`config.mk`:
```
export PLATFORM = sky130hd
export DESIGN_NAME = ramp_soak_fan_profile_top
export DESIGN_NICKNAME = d
export VERILOG_FILES = /design/src/hw/rtl/rsfp_pkg.sv /design/src/hw/rtl/ramp_soak_fan_profile_top.sv /design/src/hw/rtl/rsfp_ctrl.sv /design/src/hw/rtl/rsfp_div.sv /design/src/hw/rtl/rsfp_out.sv
export SDC_FILE = /design/constraint.sdc
export NUM_CORES = 2
export LEC_CHECK = 0
export BUFFER_PORTS_ARGS = -buffer_cell sky130_fd_sc_hd__buf_4
export CAP_MARGIN = 25
export CORE_UTILIZATION = 35
export DETAILED_ROUTE_END_ITERATION = 7
export REMOVE_ABC_BUFFERS = 1
export SETUP_SLACK_MARGIN = 0.4
export SYNTH_ARGS = -nofsm -noshare
export SYNTH_HDL_FRONTEND = slang
export SYNTH_SLANG_ARGS = --single-unit
```
`constraint.sdc`:
```
create_clock -name aclk -period 9.1 [get_ports aclk]
set_clock_uncertainty 0.15 [all_clocks]
set_input_delay 1.82 -clock aclk [delete_from_list [all_inputs] [get_ports aclk]]
set_output_delay 1.82 -clock aclk [all_outputs]
set_load 0.01 [all_outputs]
```
`src/hw/rtl/rsfp_pkg.sv`:
```
package rsfp_pkg;

    localparam logic [1:0] KIND_TICK   = 2'd0;
    localparam logic [1:0] KIND_START  = 2'd1;
    localparam logic [1:0] KIND_SAMPLE = 2'd2;

    localparam logic [13:0] CYCLE_END    = 14'd10980;
    localparam logic [13:0] HOLD1_START  = 14'd1830;
    localparam logic [13:0] RAMP2_START  = 14'd3660;
    localparam logic [13:0] HOLD2_START  = 14'd5490;
    localparam logic [13:0] RAMPDN_START = 14'd7320;

    localparam logic [9:0] HOLD1_LEVEL = 10'd457;
    localparam logic [9:0] HOLD2_LEVEL = 10'd917;
    localparam logic [9:0] RAMP_OFFSET = 10'd150;
    // The ramp-down numerator carries 20 extra divisors so it never goes negative.
    localparam logic [9:0] RAMPDN_OFFSET = 10'd130;

    localparam logic [21:0] UP1_GAIN = 22'd307;
    localparam logic [21:0] UP2_GAIN = 22'd460;
    localparam logic [21:0] UP2_BIAS = 22'd1121790;
    localparam logic [21:0] DN_GAIN  = 22'd767;
    localparam logic [23:0] DN_BIAS  = 24'd8425200;

    // Reciprocals: 2^32 / 1830 and 2^34 / 3570, rounded up.
    localparam logic [22:0] RECIP_1830 = 23'd2346977;
    localparam logic [22:0] RECIP_3570 = 23'd4812289;

    // Reciprocal of ten as 2^14 / 10, rounded up.
    localparam logic [10:0] RECIP_10 = 11'd1639;
    localparam logic [11:0] ROUND_UP_10 = 12'd9;

    typedef enum logic [2:0] {
        SEG_KEEP,
        SEG_RAMP1,
        SEG_HOLD1,
        SEG_RAMP2,
        SEG_HOLD2,
        SEG_RAMPDN
    } seg_t;

    typedef struct packed {
        seg_t        seg;
        logic [21:0] numer;
        logic        active;
        logic        done;
        logic [7:0]  light_led;
        logic [9:0]  temp_led;
        logic [7:0]  comp;
    } stage1_t;

    typedef struct packed {
        seg_t        seg;
        logic [9:0]  quot;
        logic        active;
        logic        done;
        logic [7:0]  light_led;
        logic [9:0]  temp_led;
        logic [7:0]  comp;
    } stage2_t;

    typedef struct packed {
        logic [9:0] profile_value;
        logic [9:0] fan_duty;
        logic [7:0] fan_duty_low;
        logic [7:0] light_led;
        logic [9:0] temp_led;
        logic       running;
        logic       cycle_done;
    } result_t;

endpackage

```
`src/hw/rtl/ramp_soak_fan_profile_top.sv`:
```
// Channel   Direction  Request contents
// s_        in         tuser: kind; tdata: light_sample, temp_sample
// m_        out        tdata: profile_value .. temp_led; tuser: running; tlast: cycle_done
//
// One request is taken per cycle unless the output stalls; its result passes the
// control, division and output registers. The reciprocal multiply for the profile
// division has its own stage between the state update and the duty computation.
// Reset clears the counter, setpoint, cycle flag, sample holds and all valid bits.
// A stalled result holds each stage; a stage takes a new request when it is
// empty or the stage after it moves on.
module ramp_soak_fan_profile_top (
    input  logic        aclk,
    input  logic        aresetn,
    input  logic        s_tvalid,
    output logic        s_tready,
    input  logic [23:0] s_tdata,   // light_sample, temp_sample
    input  logic [1:0]  s_tuser,   // kind
    output logic        m_tvalid,
    input  logic        m_tready,
    output logic [47:0] m_tdata,   // profile_value, fan_duty, fan_duty_low, light_led, temp_led
    output logic [0:0]  m_tuser,   // running
    output logic        m_tlast
);
    import rsfp_pkg::*;

    logic    st1_valid, st1_ready;
    stage1_t st1_data;
    logic    st2_valid, st2_ready;
    stage2_t st2_data;
    result_t result;

    rsfp_ctrl u_ctrl (
        .aclk      (aclk),
        .aresetn   (aresetn),
        .in_valid  (s_tvalid),
        .in_ready  (s_tready),
        .in_kind   (s_tuser),
        .in_light  (s_tdata[9:0]),
        .in_temp   (s_tdata[19:10]),
        .out_valid (st1_valid),
        .out_ready (st1_ready),
        .out_data  (st1_data)
    );

    rsfp_div u_div (
        .aclk      (aclk),
        .aresetn   (aresetn),
        .in_valid  (st1_valid),
        .in_ready  (st1_ready),
        .in_data   (st1_data),
        .out_valid (st2_valid),
        .out_ready (st2_ready),
        .out_data  (st2_data)
    );

    rsfp_out u_out (
        .aclk      (aclk),
        .aresetn   (aresetn),
        .in_valid  (st2_valid),
        .in_ready  (st2_ready),
        .in_data   (st2_data),
        .out_valid (m_tvalid),
        .out_ready (m_tready),
        .out_data  (result)
    );

    assign m_tdata = {2'b00, result.temp_led, result.light_led, result.fan_duty_low,
                      result.fan_duty, result.profile_value};
    assign m_tuser = result.running;
    assign m_tlast = result.cycle_done;

endmodule

```
`src/hw/rtl/rsfp_ctrl.sv`:
```
module rsfp_ctrl (
    input  logic                 aclk,
    input  logic                 aresetn,
    input  logic                 in_valid,
    output logic                 in_ready,
    input  logic [1:0]           in_kind,
    input  logic [9:0]           in_light,
    input  logic [9:0]           in_temp,
    output logic                 out_valid,
    input  logic                 out_ready,
    output rsfp_pkg::stage1_t    out_data
);
    import rsfp_pkg::*;

    logic [13:0] tick_count_reg, tick_count_next;
    logic        active_reg, active_next;
    logic [7:0]  light_low_reg, light_low_next;
    logic [9:0]  temp_hold_reg, temp_hold_next;
    logic [7:0]  comp_reg, comp_next;
    logic        valid_reg;
    stage1_t     data_reg, data_next;

    logic [13:0] count_inc;
    logic [10:0] sample_sum;
    logic [11:0] sum_round;
    logic [22:0] comp_prod;
    logic        done;
    seg_t        seg;
    logic [21:0] numer_up1, numer_up2, numer_dn;
    logic        accept;

    assign in_ready = !valid_reg || out_ready;
    assign accept = in_valid && in_ready;
    assign out_valid = valid_reg;
    assign out_data = data_reg;

    assign count_inc = tick_count_reg + 14'd1;
    assign sample_sum = {1'b0, in_light} + {1'b0, in_temp};
    assign sum_round = {1'b0, sample_sum} + ROUND_UP_10;
    assign comp_prod = {11'b0, sum_round} * {12'b0, RECIP_10};

    assign numer_up1 = 22'(count_inc) * UP1_GAIN;
    assign numer_up2 = 22'(count_inc) * UP2_GAIN - UP2_BIAS;
    assign numer_dn = 22'(DN_BIAS - 24'(count_inc) * 24'(DN_GAIN));

    always_comb begin
        tick_count_next = tick_count_reg;
        active_next = active_reg;
        light_low_next = light_low_reg;
        temp_hold_next = temp_hold_reg;
        comp_next = comp_reg;
        done = 1'b0;
        seg = SEG_KEEP;
        case (in_kind)
            KIND_TICK: begin
                if (count_inc >= CYCLE_END) begin
                    tick_count_next = '0;
                    active_next = 1'b0;
                    done = 1'b1;
                end else begin
                    tick_count_next = count_inc;
                    if (count_inc < HOLD1_START) begin
                        seg = SEG_RAMP1;
                    end else if (count_inc < RAMP2_START) begin
                        seg = SEG_HOLD1;
                    end else if (count_inc < HOLD2_START) begin
                        seg = SEG_RAMP2;
                    end else if (count_inc < RAMPDN_START) begin
                        seg = SEG_HOLD2;
                    end else begin
                        seg = SEG_RAMPDN;
                    end
                end
            end
            KIND_START: begin
                if (!active_reg) begin
                    tick_count_next = '0;
                    active_next = 1'b1;
                end
            end
            KIND_SAMPLE: begin
                if (active_reg) begin
                    light_low_next = in_light[7:0];
                    temp_hold_next = in_temp;
                    comp_next = comp_prod[21:14];
                end
            end
            default: begin
            end
        endcase
    end

    always_comb begin
        data_next.seg = seg;
        case (seg)
            SEG_RAMP1:  data_next.numer = numer_up1;
            SEG_RAMP2:  data_next.numer = numer_up2;
            SEG_RAMPDN: data_next.numer = numer_dn;
            default:    data_next.numer = '0;
        endcase
        data_next.active = active_next;
        data_next.done = done;
        data_next.light_led = active_next ? light_low_next : 8'd0;
        data_next.temp_led = active_next ? temp_hold_next : 10'd0;
        data_next.comp = comp_next;
    end

    always_ff @(posedge aclk) begin
        if (!aresetn) begin
            tick_count_reg <= '0;
            active_reg <= 1'b0;
            light_low_reg <= '0;
            temp_hold_reg <= '0;
            comp_reg <= '0;
            valid_reg <= 1'b0;
        end else begin
            if (accept) begin
                tick_count_reg <= tick_count_next;
                active_reg <= active_next;
                light_low_reg <= light_low_next;
                temp_hold_reg <= temp_hold_next;
                comp_reg <= comp_next;
            end
            if (in_ready) begin
                valid_reg <= in_valid;
            end
        end
    end

    always_ff @(posedge aclk) begin
        if (accept) begin
            data_reg <= data_next;
        end
    end

endmodule

```
`src/hw/rtl/rsfp_div.sv`:
```
module rsfp_div (
    input  logic                 aclk,
    input  logic                 aresetn,
    input  logic                 in_valid,
    output logic                 in_ready,
    input  rsfp_pkg::stage1_t    in_data,
    output logic                 out_valid,
    input  logic                 out_ready,
    output rsfp_pkg::stage2_t    out_data
);
    import rsfp_pkg::*;

    logic        valid_reg;
    stage2_t     data_reg, data_next;
    logic [22:0] recip;
    logic [44:0] prod;
    logic        accept;

    assign in_ready = !valid_reg || out_ready;
    assign accept = in_valid && in_ready;
    assign out_valid = valid_reg;
    assign out_data = data_reg;

    assign recip = (in_data.seg == SEG_RAMPDN) ? RECIP_3570 : RECIP_1830;
    assign prod = {23'b0, in_data.numer} * {22'b0, recip};

    always_comb begin
        data_next.seg = in_data.seg;
        data_next.quot = (in_data.seg == SEG_RAMPDN) ? prod[43:34] : prod[41:32];
        data_next.active = in_data.active;
        data_next.done = in_data.done;
        data_next.light_led = in_data.light_led;
        data_next.temp_led = in_data.temp_led;
        data_next.comp = in_data.comp;
    end

    always_ff @(posedge aclk) begin
        if (!aresetn) begin
            valid_reg <= 1'b0;
        end else if (in_ready) begin
            valid_reg <= in_valid;
        end
    end

    always_ff @(posedge aclk) begin
        if (accept) begin
            data_reg <= data_next;
        end
    end

endmodule

```
`src/hw/rtl/rsfp_out.sv`:
```
module rsfp_out (
    input  logic                 aclk,
    input  logic                 aresetn,
    input  logic                 in_valid,
    output logic                 in_ready,
    input  rsfp_pkg::stage2_t    in_data,
    output logic                 out_valid,
    input  logic                 out_ready,
    output rsfp_pkg::result_t    out_data
);
    import rsfp_pkg::*;

    logic        valid_reg;
    logic [9:0]  profile_reg, profile_next;
    result_t     data_reg, data_next;
    logic [10:0] duty_diff;
    logic [9:0]  duty;
    logic        accept;

    assign in_ready = !valid_reg || out_ready;
    assign accept = in_valid && in_ready;
    assign out_valid = valid_reg;
    assign out_data = data_reg;

    always_comb begin
        case (in_data.seg)
            SEG_RAMP1,
            SEG_RAMP2:  profile_next = in_data.quot + RAMP_OFFSET;
            SEG_HOLD1:  profile_next = HOLD1_LEVEL;
            SEG_HOLD2:  profile_next = HOLD2_LEVEL;
            SEG_RAMPDN: profile_next = in_data.quot + RAMPDN_OFFSET;
            default:    profile_next = profile_reg;
        endcase
    end

    // Duty is setpoint less ceil(sample sum/10), zero if negative or idle.
    assign duty_diff = {1'b0, profile_next} - {3'b0, in_data.comp};
    assign duty = (!in_data.active || duty_diff[10]) ? 10'd0 : duty_diff[9:0];

    always_comb begin
        data_next.profile_value = profile_next;
        data_next.fan_duty = duty;
        data_next.fan_duty_low = duty[7:0];
        data_next.light_led = in_data.light_led;
        data_next.temp_led = in_data.temp_led;
        data_next.running = in_data.active;
        data_next.cycle_done = in_data.done;
    end

    always_ff @(posedge aclk) begin
        if (!aresetn) begin
            valid_reg <= 1'b0;
            profile_reg <= '0;
        end else begin
            if (in_ready) begin
                valid_reg <= in_valid;
            end
            if (accept) begin
                profile_reg <= profile_next;
            end
        end
    end

    always_ff @(posedge aclk) begin
        if (accept) begin
            data_reg <= data_next;
        end
    end

endmodule
```
-- Word-level counts from Yosys, hierarchy flattened
Index checks and enable logic that the tools add are counted.
W data, S select, Z words.
- flip-flop bits (word level): 188
- latch bits: 0
- bits in writable memories: 0
- bits in read-only memories: 0
- input port bits: 30
- memories kept: 0
- add/subtract/negate cells: 8
- $mul: 5
- div/mod/pow operators: 0
- magnitude comparators: 5
- equality and inequality tests: 12
- shifts and indexed selects: 0
- multiplexer cells: 22
- bitwise logic cells: 0
- reduce and logical (&&, ||, !) cells: 15
- operators with widths (cell ; number):
    $pmux W22 S3 ; 1
    $mul A22 B23 Y44 ; 1
    $pmux W10 S4 ; 1
    $mux W8 ; 4
    $mux W10 ; 3
    $lt A14 B13 Y1 const B ; 2
    $mux W14 ; 2
    $pmux W14 S2 ; 1
    $mux W23 ; 1
    $mul A12 B11 Y22 const B ; 1
    $mul A14 B10 Y22 const B ; 1
    $mul A14 B9 Y22 const B ; 1
    $sub A16 B22 Y22 const A ; 1
    $sub A22 B21 Y22 const B ; 1
    $add A10 B8 Y10 const B ; 2
    $mul A14 B7 Y20 const B ; 1
    $mux W3 ; 5
    $add A14 B1 Y14 const B ; 1
    $ge A14 B14 Y1 const B ; 1
    $lt A14 B11 Y1 const B ; 1
    $lt A14 B12 Y1 const B ; 1
    $add A11 B4 Y12 const B ; 1
    $eq A3 B3 Y1 const B ; 4
    $add A10 B10 Y11 ; 1
    other kinds (15) ; 28

-- Depth between registers and ports, before layout
- depth in word-level cells: 10
- depth in mapped cells: 32
- gate-level depth less buffers: 31

-- Modules after synthesis
From an unflattened synthesis, not the netlist that was laid out.
- cells, all modules: 3167
- area, all modules: 29908.7 um^2
- modules (own cells, without submodules) (module ; instances ; cells each ; area an instance (um^2) ; seq. area each (um^2)):
    rsfp_ctrl ; 1 ; 1797 ; 15605.0 ; 2432.3
    rsfp_div ; 1 ; 1150 ; 11781.3 ; 1251.2
    rsfp_out ; 1 ; 217 ; 2503.7 ; 1421.4
    ramp_soak_fan_profile_top ; 1 ; 3 ; 18.8 ; 0.0

-- Worst setup path before layout
Ideal clock, no wire load.
- path type: input-to-reg
- from: in s_tdata[2]
- to: reg u_ctrl.data_reg, in the netlist u_ctrl.out_data[7] (data pin)
- setup time: 269 ps
- arrival: 7591 ps
- data required time: 8681 ps
- setup slack: 1090 ps
- cell stages on the path: 26
- buffers on the path: 0
- cell sequence: ha_1 > ha_1 > a21o_1 > a21oi_1 > o21bai_1 > a21oi_1 > o21bai_1 > a21oi_1 > xnor2_1 > ha_1 > fa_1 > fa_1 > fa_1 > inv_1 > fa_1 > inv_1 > ha_1 > a21o_1 > a21o_1 > nand2_1 > o211ai_1 > a21oi_1 > o21ba_2 > a21oi_1 > xnor2_1 > o21ai_0
- word-level cells in the longest chain between the ends: 5
- ends and longest elaborated chain (item ; RTL line ; RTL):
    start: declaration ; ramp_soak_fan_profile_top.sv:16 ; input logic [23:0] s_tdata,
    $add A10 B10 Y11 ; rsfp_ctrl.sv:38 ; assign sample_sum = {1'b0, in_light} + {1'b0, in_temp};
    $add A11 B4 Y12 ; rsfp_ctrl.sv:39 ; assign sum_round = {1'b0, sample_sum} + ROUND_UP_10;
    $mul A12 B11 Y22 ; rsfp_ctrl.sv:40 ; assign comp_prod = {11'b0, sum_round} * {12'b0, RECIP_10};
    $mux W8 ; rsfp_ctrl.sv:82 ; if (active_reg) begin
    $mux W8 ; rsfp_ctrl.sv:54 ; case (in_kind)
    net u_ctrl.comp_next[7] ; rsfp_ctrl.sv:19 ; logic [7:0] comp_reg, comp_next;
    end signal: assignment ; rsfp_ctrl.sv:132 ; data_reg <= data_next;
    end: declaration ; rsfp_ctrl.sv:21 ; stage1_t data_reg, data_next;
The timed path passes the listed nets, and every way through them passes these cells.
A chain may end at the register's enable or synchronous reset.

-- Final worst setup path
Ends and elaborated chain as after synthesis.

==> out/qor.yml <==
status: "finished clean"
layout_common_cells: "inv_1, ha_1, fa_1"
fin_setup_tns_ns: 0
max_slew_margin_pct: 41.3
drt-met1-wl_um: 28500
synthSimpleGateAreaFrac_pct: 7.67
comb_power_share_pct: 79.7
synth_top_family_by_area: "adder cells"
synth_compound_area_share_pct: 9.29
crit_slowest_cell: "fa_1"
synth-xor-area-share_pct: 4.50
nNetsFinal: 3875
grt_start_max_net_pins: 59
worstPathRequired_ns: 9.12
max_cap_violations: 0
num_vias: 18700
cts_tree: "built"
vdd_drop_max_v: 0.000293
htreeDepth: 4
ys_seq_area_share_pct: 18.1
yosysWarnings: 0
synthToLayoutAreaGrowth_pct: 9.89
route.met2.wl_um: 30900
wl_per_cell_um: 15.6
path_class: "in -> reg"
min_from: "u_ctrl.out_data[25]"
fp.dieW_um: 286
finalSetupViolCount: 0
largest_reg_flops: 53
synth_mux_area_share_pct: 0.142
clkTransAtPathRegs_ns: 0.08
p_per_area_nw_per_um2: 308
core_area_um2: 79300
path_max_fanout: 3
grt_usage_pct: 16.2
final_common_cell: "inv_1"
placed_cells: 3996
clk-insertion-delay-late_ns: 0.46
fin_crit_sh_pct: 90.8
arrival_ns: 8.28
p_seq_share_pct: 12.1
worstMarginPinSlew_ns: 0.874
holdCritPathClass: "reg -> reg"
yosysUniqueCellTypes: 85
p_leak_nw: 15.7
die_area_um2: 81600
power.internal_mw: 4.85
num_io_pins: 82
rsz0062_at_grt: "no"
synthesis.area_um2: 28200
synth-edff-count: 134
via_per_inst: 4.63
critPathLaunch: "s_tdata[2]"
die_height_um: 286
holdBufCountCts: 0
final-instance-count-excl-fill: 4030
p_clk_share_pct: 8.2
routed_wl_um: 62900
ant_nets: 0
swShare_pct: 49.1
cpPeakStageDelay_ns: 0.55
n_fill_cell: 7816
top_layer_used: "met4"
grt_pass1_wl_um: 105000
finalHoldViolCount: 0
cp-end-kind: "flop"
root_buffer: "clkbuf_16"
cts_buffer_depth: 2
synth_cells: 2851
timing.rr.start: "u_ctrl.out_data[51]"
synth-adder-area-share_pct: 49.7
drc: 0
drt_iter0_drc: 866
gp_congestion: 0.879
ys_ff_latch: 188
row_count: 103
first_global_vias: 19700
synth.avg_cell_area_um2: 9.88
start_util_pct: 35.5
grt_remaining_overflow: 0
drive_gt1_share_pct: 6.64
fmax_mhz: 121
synth-main-ff-cell: "edfxtp_1"
fin_crit_ns: 8.26
dr.pass1.iters: 5
cts_made_buffers: 17
async_reset_ff_share_pct: 0
hpwl_um: 53800
p_sw_mw: 4.69
met3_length_um: 2010
slew_viol_final: 0
clock_sinks: 188
antenna_found_initial: 1
diodes: 0
io_buffers: 75
critPathLaunchType: "input port"
power groups by stage:
stage	Combinational (mW)	Sequential, mW	Clock [mW]
6_report	7.60	1.15	0.783
3_5_place_dp	7.65	1.17	0
3_3_place_gp	7.57	1.17	0
4_1_cts	7.76	1.15	0.798
2_1_floorplan	5.79	1.16	0
5_1_grt	8.98	1.16	0.831
routing by layer:
| metal | vias up | GRT usage [%] |
|---|---|---|
| met1 | 9077 | 21.5 |
| met5 | - | 0 |
| met3 | 70 | 1.69 |
| li1 | 9249 | - |
| met4 | 0 | 4.39 |
| met2 | 279 | 27.9 |
final timing paths:
| kind | slack (ns) | to | cells past startpoint |
|---|---|---|---|
| min reg2reg | 0.27 | u_div.out_data[25] | 0 |
| max reg2reg | 0.93 | u_div.out_data[37] | 27 |
| max | 0.84 | u_ctrl.out_data[7] | 27 |
| min | 0.27 | u_div.out_data[25] | 0 |
metrics by stage:
stage | hold slack, ns | total power, mW | utilization, % | setup WS, ns | cell area, µm²
5_1_grt | 0.274 | 11.0 | 39.1 | 0.466 | 31000
3_3_place_gp | 0.251 | 8.74 | 38.2 | 0.377 | 30200
4_1_cts | 0.272 | 9.71 | 39.0 | 0.620 | 30900
3_5_place_dp | 0.255 | 8.82 | 38.2 | 0.345 | 30300
2_1_floorplan | 0.250 | 6.95 | - | 0.861 | 28000
6_report | 0.270 | 9.54 | 39.1 | 0.839 | 31000
logic make-up after synthesis:
family / count (synthesis)
adders and majority gates: 878
muxes: 4
and+or+nand+nor: 473
AOI/OAI and AO/OA: 391
DFF: 188
xor gates and xnor gates: 143
buffers and inverters: 772
other: 2
critical path, delay by kind of cell:
family	cells	cell delay (ns)
buffers and inverters	5	0.40
and+or+nand+nor	1	0.21
adders and majority gates	8	3.33
AOI/OAI and AO/OA	11	2.12
xor gates and xnor gates	2	0.39
timing repair:
item | in CTS | in global routing
gates resized for setup | 0 | 2
endpoints found under the setup margin | 0 | 5
setup buffers | 0 | 0
cells in the mapped netlist, types with 5 or more instances:
| library cell | number | area share [%] |
|---|---|---|
| a21o_1 | 40 | 1.1 |
| or2_2 | 10 | 0.22 |
| xnor2_1 | 103 | 3.2 |
| dfxtp_1 | 54 | 3.8 |
| nand4_1 | 5 | 0.11 |
| and2_1 | 20 | 0.44 |
| inv_1 | 715 | 9.5 |
| xor2_1 | 38 | 1.2 |
| o21bai_1 | 19 | 0.51 |
| or3_1 | 7 | 0.16 |
| o21ai_1 | 7 | 0.12 |
| nor3_1 | 15 | 0.27 |
| and3_1 | 11 | 0.24 |
| fa_1 | 403 | 29 |
| nand2b_1 | 27 | 0.60 |
| a21oi_1 | 121 | 2.1 |
| a221o_1 | 8 | 0.28 |
| nor2_1 | 118 | 1.6 |
| a31oi_1 | 11 | 0.24 |
| edfxtp_1 | 134 | 14 |
| nand3b_1 | 5 | 0.13 |
| a22oi_1 | 14 | 0.37 |
| o21a_1 | 18 | 0.48 |
| o21ai_0 | 62 | 1.1 |
| ha_1 | 475 | 21 |
| a211oi_1 | 11 | 0.29 |
| nand3_1 | 15 | 0.27 |
| o221ai_1 | 11 | 0.34 |
| clkbuf_1 | 36 | 0.48 |
| buf_4 | 12 | 0.32 |
| nand2_1 | 206 | 2.7 |
| a21boi_0 | 12 | 0.32 |
| nor2b_1 | 18 | 0.40 |
area by class of cell:
cell class | instances | area (µm²) | area share [%]
inverter | 716 | 2690 | 8.68
clock buffer | 17 | 425 | 1.37
tap | 1050 | 1310 | 4.24
multi-input combinational | 1919 | 20200 | 65.4
sequential | 188 | 5100 | 16.5
timing repair buffer | 125 | 995 | 3.21
clock inverter | 15 | 198 | 0.639
No activity file was read; power rests on OpenSTA's default activity.
